**src/hdl/utd_pkg.sv**
```systemverilog
// Shared types, constants and byte classification for the UTF-8 to UCS-2 decoder.
package utd_pkg;

	localparam int unsigned BYTE_W  = 8;
	localparam int unsigned UNIT_W  = 16;
	localparam int unsigned MAX_RES = 3;
	localparam int unsigned CNT_W   = 2;

	// Byte classes
	typedef enum logic [2:0] {
		CLS_ASCII = 3'd0,
		CLS_CONT  = 3'd1,
		CLS_LEAD2 = 3'd2,
		CLS_LEAD3 = 3'd3,
		CLS_BAD   = 3'd4
	} utd_cls_t;

	// Sequence lengths held in the expected length register
	localparam logic [1:0] LEN_NONE = 2'd0;
	localparam logic [1:0] LEN_TWO  = 2'd2;
	localparam logic [1:0] LEN_THREE = 2'd3;

	// Results of one request, in emission order from slot 0
	typedef struct packed {
		logic [MAX_RES-1:0][UNIT_W-1:0] units;
		logic [CNT_W-1:0]               cnt;
	} utd_grp_t;

	// Classify a byte by its leading bits
	function automatic utd_cls_t classify(input logic [BYTE_W-1:0] b);
		utd_cls_t c;
		case (b) inside
			[8'h00:8'h7F]: c = CLS_ASCII;
			[8'h80:8'hBF]: c = CLS_CONT;
			[8'hC0:8'hDF]: c = CLS_LEAD2;
			[8'hE0:8'hEF]: c = CLS_LEAD3;
			default:       c = CLS_BAD;
		endcase
		return c;
	endfunction

endpackage

```
**src/hdl/utd_decode.sv**
```systemverilog
// Input register, sequence state and single-pass decode of one byte into a result group.
module utd_decode
	import utd_pkg::*;
(
	input  logic              clk,
	input  logic              arst_n,
	input  logic              in_valid,
	output logic              in_ready,
	input  logic [BYTE_W-1:0] in_byte,
	input  logic              in_eot,
	output logic              grp_valid,
	input  logic              grp_ready,
	output utd_grp_t          grp
);

	logic              valid_s1;
	logic [BYTE_W-1:0] byte_s1;
	logic              eot_s1;

	logic [1:0]        pc_q;
	logic [1:0]        el_q;
	logic [BYTE_W-1:0] p0_q;
	logic [BYTE_W-1:0] p1_q;

	logic [1:0]        nxt_pc;
	logic [1:0]        nxt_el;
	logic [BYTE_W-1:0] nxt_p0;
	logic [BYTE_W-1:0] nxt_p1;
	logic              do_fresh;
	utd_cls_t          cls;
	utd_grp_t          g;
	logic              adv;

	// Append one unit to a group; a full group stays as it is
	function automatic utd_grp_t push(input utd_grp_t gi, input logic [UNIT_W-1:0] u);
		utd_grp_t go;
		go = gi;
		case (gi.cnt)
			2'd0: begin
				go.units[0] = u;
				go.cnt      = 2'd1;
			end
			2'd1: begin
				go.units[1] = u;
				go.cnt      = 2'd2;
			end
			2'd2: begin
				go.units[2] = u;
				go.cnt      = 2'd3;
			end
			default: go = gi;
		endcase
		return go;
	endfunction

	assign adv       = valid_s1 && grp_ready;
	assign in_ready  = !valid_s1 || grp_ready;
	assign grp_valid = valid_s1;
	assign grp       = g;

	// Hold the accepted byte until the result stage takes its group
	always_ff @(posedge clk or negedge arst_n) begin
		if (!arst_n) begin
			valid_s1 <= 1'b0;
		end else if (in_ready) begin
			valid_s1 <= in_valid;
		end
	end

	always_ff @(posedge clk) begin
		if (in_ready && in_valid) begin
			byte_s1 <= in_byte;
			eot_s1  <= in_eot;
		end
	end

	// Decode: flush on interruption, start or complete a sequence, flush on end of text
	always_comb begin
		g        = '0;
		cls      = classify(byte_s1);
		nxt_pc   = pc_q;
		nxt_el   = el_q;
		nxt_p0   = p0_q;
		nxt_p1   = p1_q;
		do_fresh = 1'b0;

		if (pc_q == 2'd0) begin
			do_fresh = 1'b1;
		end else if (cls == CLS_CONT) begin
			if ((pc_q + 2'd1) >= el_q) begin
				if (el_q == LEN_THREE) begin
					g = push(g, {p0_q[3:0], p1_q[5:0], byte_s1[5:0]});
				end else begin
					g = push(g, {5'd0, p0_q[4:0], byte_s1[5:0]});
				end
				nxt_pc = 2'd0;
				nxt_el = LEN_NONE;
			end else begin
				nxt_p1 = byte_s1;
				nxt_pc = 2'd2;
			end
		end else begin
			g = push(g, {8'd0, p0_q});
			if (pc_q == 2'd2) begin
				g = push(g, {8'd0, p1_q});
			end
			nxt_pc   = 2'd0;
			nxt_el   = LEN_NONE;
			do_fresh = 1'b1;
		end

		if (do_fresh) begin
			if (cls == CLS_LEAD2) begin
				nxt_p0 = byte_s1;
				nxt_pc = 2'd1;
				nxt_el = LEN_TWO;
			end else if (cls == CLS_LEAD3) begin
				nxt_p0 = byte_s1;
				nxt_pc = 2'd1;
				nxt_el = LEN_THREE;
			end else begin
				g = push(g, {8'd0, byte_s1});
			end
		end

		if (eot_s1) begin
			if (nxt_pc != 2'd0) begin
				g = push(g, {8'd0, nxt_p0});
			end
			if (nxt_pc == 2'd2) begin
				g = push(g, {8'd0, nxt_p1});
			end
			nxt_pc = 2'd0;
			nxt_el = LEN_NONE;
		end
	end

	// Advance the sequence state with each decoded byte
	always_ff @(posedge clk or negedge arst_n) begin
		if (!arst_n) begin
			pc_q <= 2'd0;
			el_q <= LEN_NONE;
		end else if (adv) begin
			pc_q <= nxt_pc;
			el_q <= nxt_el;
		end
	end

	always_ff @(posedge clk) begin
		if (adv) begin
			p0_q <= nxt_p0;
			p1_q <= nxt_p1;
		end
	end

endmodule

```
**src/hdl/utd_emit.sv**
```systemverilog
// Result register: holds one group, hands out a unit per cycle while out_ready is high.
module utd_emit
	import utd_pkg::*;
(
	input  logic              clk,
	input  logic              arst_n,
	input  logic              grp_valid,
	output logic              grp_ready,
	input  utd_grp_t          grp,
	output logic              out_valid,
	input  logic              out_ready,
	output logic [UNIT_W-1:0] out_unit,
	output logic              out_last
);

	logic [MAX_RES-1:0][UNIT_W-1:0] units_q;
	logic [CNT_W-1:0]               cnt_q;
	logic                           take;
	logic                           load;

	assign out_valid = cnt_q != '0;
	assign out_unit  = units_q[0];
	assign out_last  = cnt_q == 2'd1;
	assign take      = out_valid && out_ready;
	assign grp_ready = (cnt_q == '0) || (out_last && out_ready);
	assign load      = grp_valid && grp_ready;

	// Count remaining units: reload on a new group, drop one per accepted request
	always_ff @(posedge clk or negedge arst_n) begin
		if (!arst_n) begin
			cnt_q <= '0;
		end else if (load) begin
			cnt_q <= grp.cnt;
		end else if (take) begin
			cnt_q <= cnt_q - 2'd1;
		end
	end

	// Shift the next unit into the head slot
	always_ff @(posedge clk) begin
		if (load) begin
			units_q <= grp.units;
		end else if (take) begin
			units_q <= {{UNIT_W{1'b0}}, units_q[MAX_RES-1:1]};
		end
	end

endmodule

```
**src/hdl/utf8_to_ucs2_decoder_unit.sv**
```systemverilog
// UTF-8 to UCS-2 decoder: top level joining the decode stage and the result register.
//
// Input stream (s_*): one UTF-8 byte per request in s_tdata[7:0]; s_tlast marks the
// last byte of a text and flushes any pending lead or continuation bytes raw.
// Output stream (m_*): one 16-bit code unit per request in m_tdata[15:0]; m_tlast is
// high on the last unit caused by one input byte. A byte may cause zero to three units.
// Path: an accepted byte is held in the input register and then decoded into the result
// register, which then offers the first unit of the byte on m_tvalid.
// Throughput: one byte per cycle while each byte yields at most one unit and m_tready
// is high; a byte with more units holds the result register until its last unit goes,
// as the single output port moves one unit per cycle; a byte with none leaves it empty.
// Reset (arst_n low) empties both stages and drops any pending sequence.
// When the receiver stalls, the result register holds its unit, the input register
// fills, and s_tready falls until the output moves again; nothing is lost.
module utf8_to_ucs2_decoder_unit
	import utd_pkg::*;
(
	input  logic              clk,
	input  logic              arst_n,
	input  logic              s_tvalid,
	output logic              s_tready,
	input  logic [BYTE_W-1:0] s_tdata,   // [7:0] in_byte
	input  logic              s_tlast,   // end_of_text
	output logic              m_tvalid,
	input  logic              m_tready,
	output logic [UNIT_W-1:0] m_tdata,   // [15:0] code_unit
	output logic              m_tlast    // run_last
);

	utd_grp_t grp;
	logic     grp_valid;
	logic     grp_ready;

	// Decode each byte against the held sequence
	utd_decode u_decode (
		.clk       (clk),
		.arst_n    (arst_n),
		.in_valid  (s_tvalid),
		.in_ready  (s_tready),
		.in_byte   (s_tdata),
		.in_eot    (s_tlast),
		.grp_valid (grp_valid),
		.grp_ready (grp_ready),
		.grp       (grp)
	);

	// Serialize each result group onto the output stream
	utd_emit u_emit (
		.clk       (clk),
		.arst_n    (arst_n),
		.grp_valid (grp_valid),
		.grp_ready (grp_ready),
		.grp       (grp),
		.out_valid (m_tvalid),
		.out_ready (m_tready),
		.out_unit  (m_tdata),
		.out_last  (m_tlast)
	);

endmodule

```
**config.mk**
```make
export PLATFORM = sky130hd
export DESIGN_NAME = utf8_to_ucs2_decoder_unit
export DESIGN_NICKNAME = d
export VERILOG_FILES = /design/src/hdl/utd_pkg.sv /design/src/hdl/utd_decode.sv /design/src/hdl/utd_emit.sv /design/src/hdl/utf8_to_ucs2_decoder_unit.sv
export SDC_FILE = /design/constraint.sdc
export NUM_CORES = 1
export LEC_CHECK = 0
export ABC_AREA = 1
export BUFFER_PORTS_ARGS = -buffer_cell sky130_fd_sc_hd__buf_4
export CAP_MARGIN = 20
export CORE_MARGIN = 10
export CORE_UTILIZATION = 40
export CTS_CLUSTER_DIAMETER = 30
export DETAILED_ROUTE_END_ITERATION = 10
export GPL_TIMING_DRIVEN = 0
export PLACE_DENSITY = 0.64
export SETUP_SLACK_MARGIN = 0.3
export SKIP_LAST_GASP = 1
export SLEW_MARGIN = 10
export SYNTH_ARGS = -nofsm -noshare
export SYNTH_HDL_FRONTEND = slang
export SYNTH_SLANG_ARGS = --single-unit
export TNS_END_PERCENT = 50
```
**constraint.sdc**
```tcl
create_clock -name clk -period 2.3 [get_ports clk]
set_clock_uncertainty 0.05 [all_clocks]
set_input_delay 0.46 -clock clk [delete_from_list [all_inputs] [get_ports clk]]
set_output_delay 0.46 -clock clk [all_outputs]
set_load 0.02 [all_outputs]
```
==> metrics.md <==
| Metric | Value |
|---|---|
| Inst Count DP | 629 |
| Sequential power share | 29.9% |
| Placeable Area | 9684 µm² |
| Req. time, crit path | 2.35 ns |
| Worst Tran Pin Value | 0.5078 ns |
| Hold/Removal Path Class | in -> reg |
| Layout Cells excl Fill | 662 |
| Clock share of power | 11.0% |
| Vias in the first global route | 3321 |
| Cells after Synth | 465 |
| RSZ-0062 raised after global routing | yes |
| Crit path launch type | flip-flop |
| Crit path capture type | flip-flop |
| Drt first pass iters | 5 |
| Hold Fails Final Rpt | 0 |
| Share of layout cells above drive strength 1 | 30.43% |
| Xor/xnor share of the synthesized area | 0% |
| Place WS | -0.1390 ns |
| Leakage | 2.179 nW |
| Area share of and/or/nand/nor cells after synthesis | 27.50% |
| Net Count, Synth | 484 |
| Count leader, synth | nand2_1 |
| Average cell area after synthesis | 8.444 µm² |
| Clk slew on worst S/H paths | 0.06 ns |
| Ys Warns | 0 |
| Post-DR vias/cell | 5.060 |
| Nets | 545 |
| WL per Instance | 16.23 µm |
| Maximum clock insertion buffer count | 2 |
| Fin crit share | 96.12% |
| Final instance area | 4873 µm² |
| #FFs+latches synth | 64 |
| Area leader, netlist | edfxtp_1 |
| Final critical-path required period | 2.211 ns |
| Cell Pwr Density | 1494 nW/µm² |
| TritonCTS buffer count | 9 |
| Synth top area cells | edfxtp_1 44%, nand2_1 14%, inv_1 5.4% |
| Mapped cell area | 3926 µm² |
| # rows | 36 |
| Worst Path Max Fanout | 10 |
| Switching Share | 46.17% |
| TNS Setup | 0 ns |
| Max_cap viols | 0 |
| EDFF count, synth | 57 |
| Synth Area in Adders | 1.912% |
| DP Area | 4372 µm² |
| Placer congestion estimate | 0.9344 |
| GRT Total Usage | 15.40% |
| GRT Residual Overflow | 0 |
| Antenna Cells | 0 |
| Tot Pwr | 7.282 mW |
| Top cells by count, synth | 143 x nand2_1, 57 x edfxtp_1, 56 x inv_1, 30 x nor2_1, 24 x a21oi_1 |
| I/O Buffers | 31 |
| Post-route worst setup slack | 0.08925 ns |
| CTS sink count | 64 |
| CTS Root Cell | clkbuf_8 |
| Clk_lat worst skew | 0.36 ns |
| Cell variety after synth | 39 |
| Footprint of the multi-input gates | 1792 µm² |
| Synth Area in Compound Gates | 11.38% |
| Fillers | 921 |
| Main flop type after synthesis | edfxtp_1 |
| Initial Util | 40.54% |
| Power share of the combinational group | 59.1% |
| Top-area cell type share of the netlist area | 43.59% |
| Area Overhead vs Synth | 24.12% |
| Worst EP arrival | 2.26 ns |
| Worst vdd rail ir drop | 0.5882 mV |
| Net Switching | 3.362 mW |
| DRC viols | 0 |
| Int Pwr | 3.920 mW |
| Pins Over Slew Limit | 0 |
| Die X | 119.1 µm |
| H-tree depth | 3 |
| Seq/Total Area, Yosys | 48.06% |
| CTS tree | built |
| Largest net degree at the start of global routing | 35 |
| Die area | 14180 µm² |
| Antenna-violating nets left | 0 |
| Mux cell area share after synthesis | 0% |
| First-pass GRT wire length | 17330 µm |
| Ys async rst share | 10.94% |
| Setup violators final | 0 |
| DP HPWL | 7701 µm |
| Flip-flop and latch area | 1887 µm² |
| Antenna violations before repair | 0 |
| Routed wire length | 10740 µm |
| Iter 0 DRT Violations | 242 |
| Status | completed |
| DR vias | 3350 |
| Die Y | 119.1 µm |
| Fmax | 452.3 MHz |
| Largest family of logic cells by synthesized area | simple AND/OR/NAND/NOR gates |
| Headroom to the max-slew limit | 65.79% |
| Crit path kind | reg -> reg |
| Ports | 32 |
cell type report:
class / instances / area share, %
Inverter: 66 / 5.520
Multi-Input combinational cell: 308 / 36.77
Timing Repair Buffer: 50 / 8.164
Clock inverter: 5 / 0.5392
Buffer: 27 / 4.339
Clock buffer: 9 / 2.542
Sequential cell: 64 / 38.72
Tap cell: 133 / 3.415
layer usage:
layer	share of wire [%]	GRT usage, %
met3	6.5	3.968
met2	47	24.79
met5	0	0
met4	3.7	8.779
met1	43	18.31
cells by family after synthesis:
kind of cell,count (synthesis)
buffers and inverters,93
adder cells (fa/ha/maj),6
AO/OA/AOI/OAI,74
AND/OR/NAND/NOR,228
flip-flops,64
through the flow:
stage               hold WS, ns  util, %
CTS                      0.2175    49.43
finish                   0.2274    50.32
global placement         0.2296    45.14
detailed placement       0.2351    45.14
global route             0.2160    50.32
floorplan                0.1144        -
repair_timing:
item | CTS | global route
pin swaps | 17 | 11
hold endpoints to repair | 7 | 0
buffers inserted | 13 | 5
hold buffers | 1 | 0
gates resized for setup | 42 | 28
cloned | 0 | 0
setup endpoints to repair | 42 | 40
power by group through the flow:
stage                     sequential, mW  clock (mW)  combinational, mW
after floorplan                     2.10           0               2.66
after global placement              2.18           0               3.57
after detailed placement            2.20           0               3.61
after CTS                           2.18       0.811               4.12
after global routing                2.22       0.865               4.75
final                               2.18       0.798               4.31
registers in the layout, indices dropped and copies added, names as in the netlist:
| register | flops |
|---|---|
| u_decode.pc_q | 2 |
| u_decode.eot_s1 | 1 |
| u_emit.cnt_q | 2 |
| u_decode.el_q | 2 |
| u_decode.p1_q | 8 |
| u_emit.units_q | 16 |
| u_decode.grp_valid | 1 |
| u_emit.out_unit | 16 |
| u_decode.byte_s1 | 8 |
| u_decode.p0_q | 8 |
worst max-delay path, cell delays in order, from the launching register on:
cell,delay (ns)
dfrtp_1,0.36
inv_2,0.06
ha_4,0.14
buf_4,0.19
nor2_4,0.18
inv_1,0.15
nand2_4,0.15
nand2_4,0.07
buf_8,0.14
nand3_4,0.14
nand2_1,0.07
nand2_1,0.06
nand2_1,0.05
nand2_1,0.07
nand2_2,0.08
final timing paths:
| kind | slack (ns) | startpoint | end | cells after the start |
|---|---|---|---|---|
| worst max-delay path | 0.09 | u_decode.pc_q[0] | u_emit.units_q[20] | 14 |
| max in group asynchronous | 1.67 | arst_n | u_decode.el_q[1] | 2 |
| worst max register to register | 0.09 | u_decode.pc_q[0] | u_emit.units_q[20] | 14 |
| worst min-delay path | 0.23 | s_tdata[7] | u_decode.byte_s1[7] | 1 |
| worst min register to register | 0.47 | u_emit.units_q[20] | u_emit.out_unit[4] | 2 |
| min in group asynchronous | 0.41 | arst_n | u_decode.grp_valid | 2 |
cells in the final DEF, fill, tap and decap left out, types with 2 or more instances in the layout:
cell type / netlist / layout
nand4_4: 1 / 2
nand3_1: 15 / 11
nand3_2: 1 / 5
nor2_4: 3 / 4
buf_6: 2 / 4
a22oi_1: 2 / 2
o22ai_1: 2 / 2
inv_2: 6 / 8
o21ai_2: 0 / 6
nand2_2: 3 / 18
nor2_1: 30 / 26
clkbuf_8: 0 / 10
nand2_4: 7 / 5
a21oi_2: 0 / 3
clkinv_1: 2 / 2
clkbuf_1: 4 / 2
o211ai_1: 4 / 4
nor2_2: 1 / 4
a21oi_1: 24 / 21
ha_4: 0 / 2
o31ai_1: 6 / 6
o21ai_0: 21 / 8
clkinv_2: 0 / 4
nand2_8: 0 / 4
buf_4: 17 / 65
nand2_1: 143 / 126
dfrtp_1: 7 / 7
nand3_4: 3 / 3
inv_4: 2 / 5
inv_1: 56 / 50
a211oi_1: 3 / 3
edfxtp_1: 57 / 57
ha_1: 6 / 4
nor3_1: 5 / 5
nand4_1: 13 / 13
o21ai_1: 7 / 14
No activity file was read; power rests on OpenSTA's default activity.
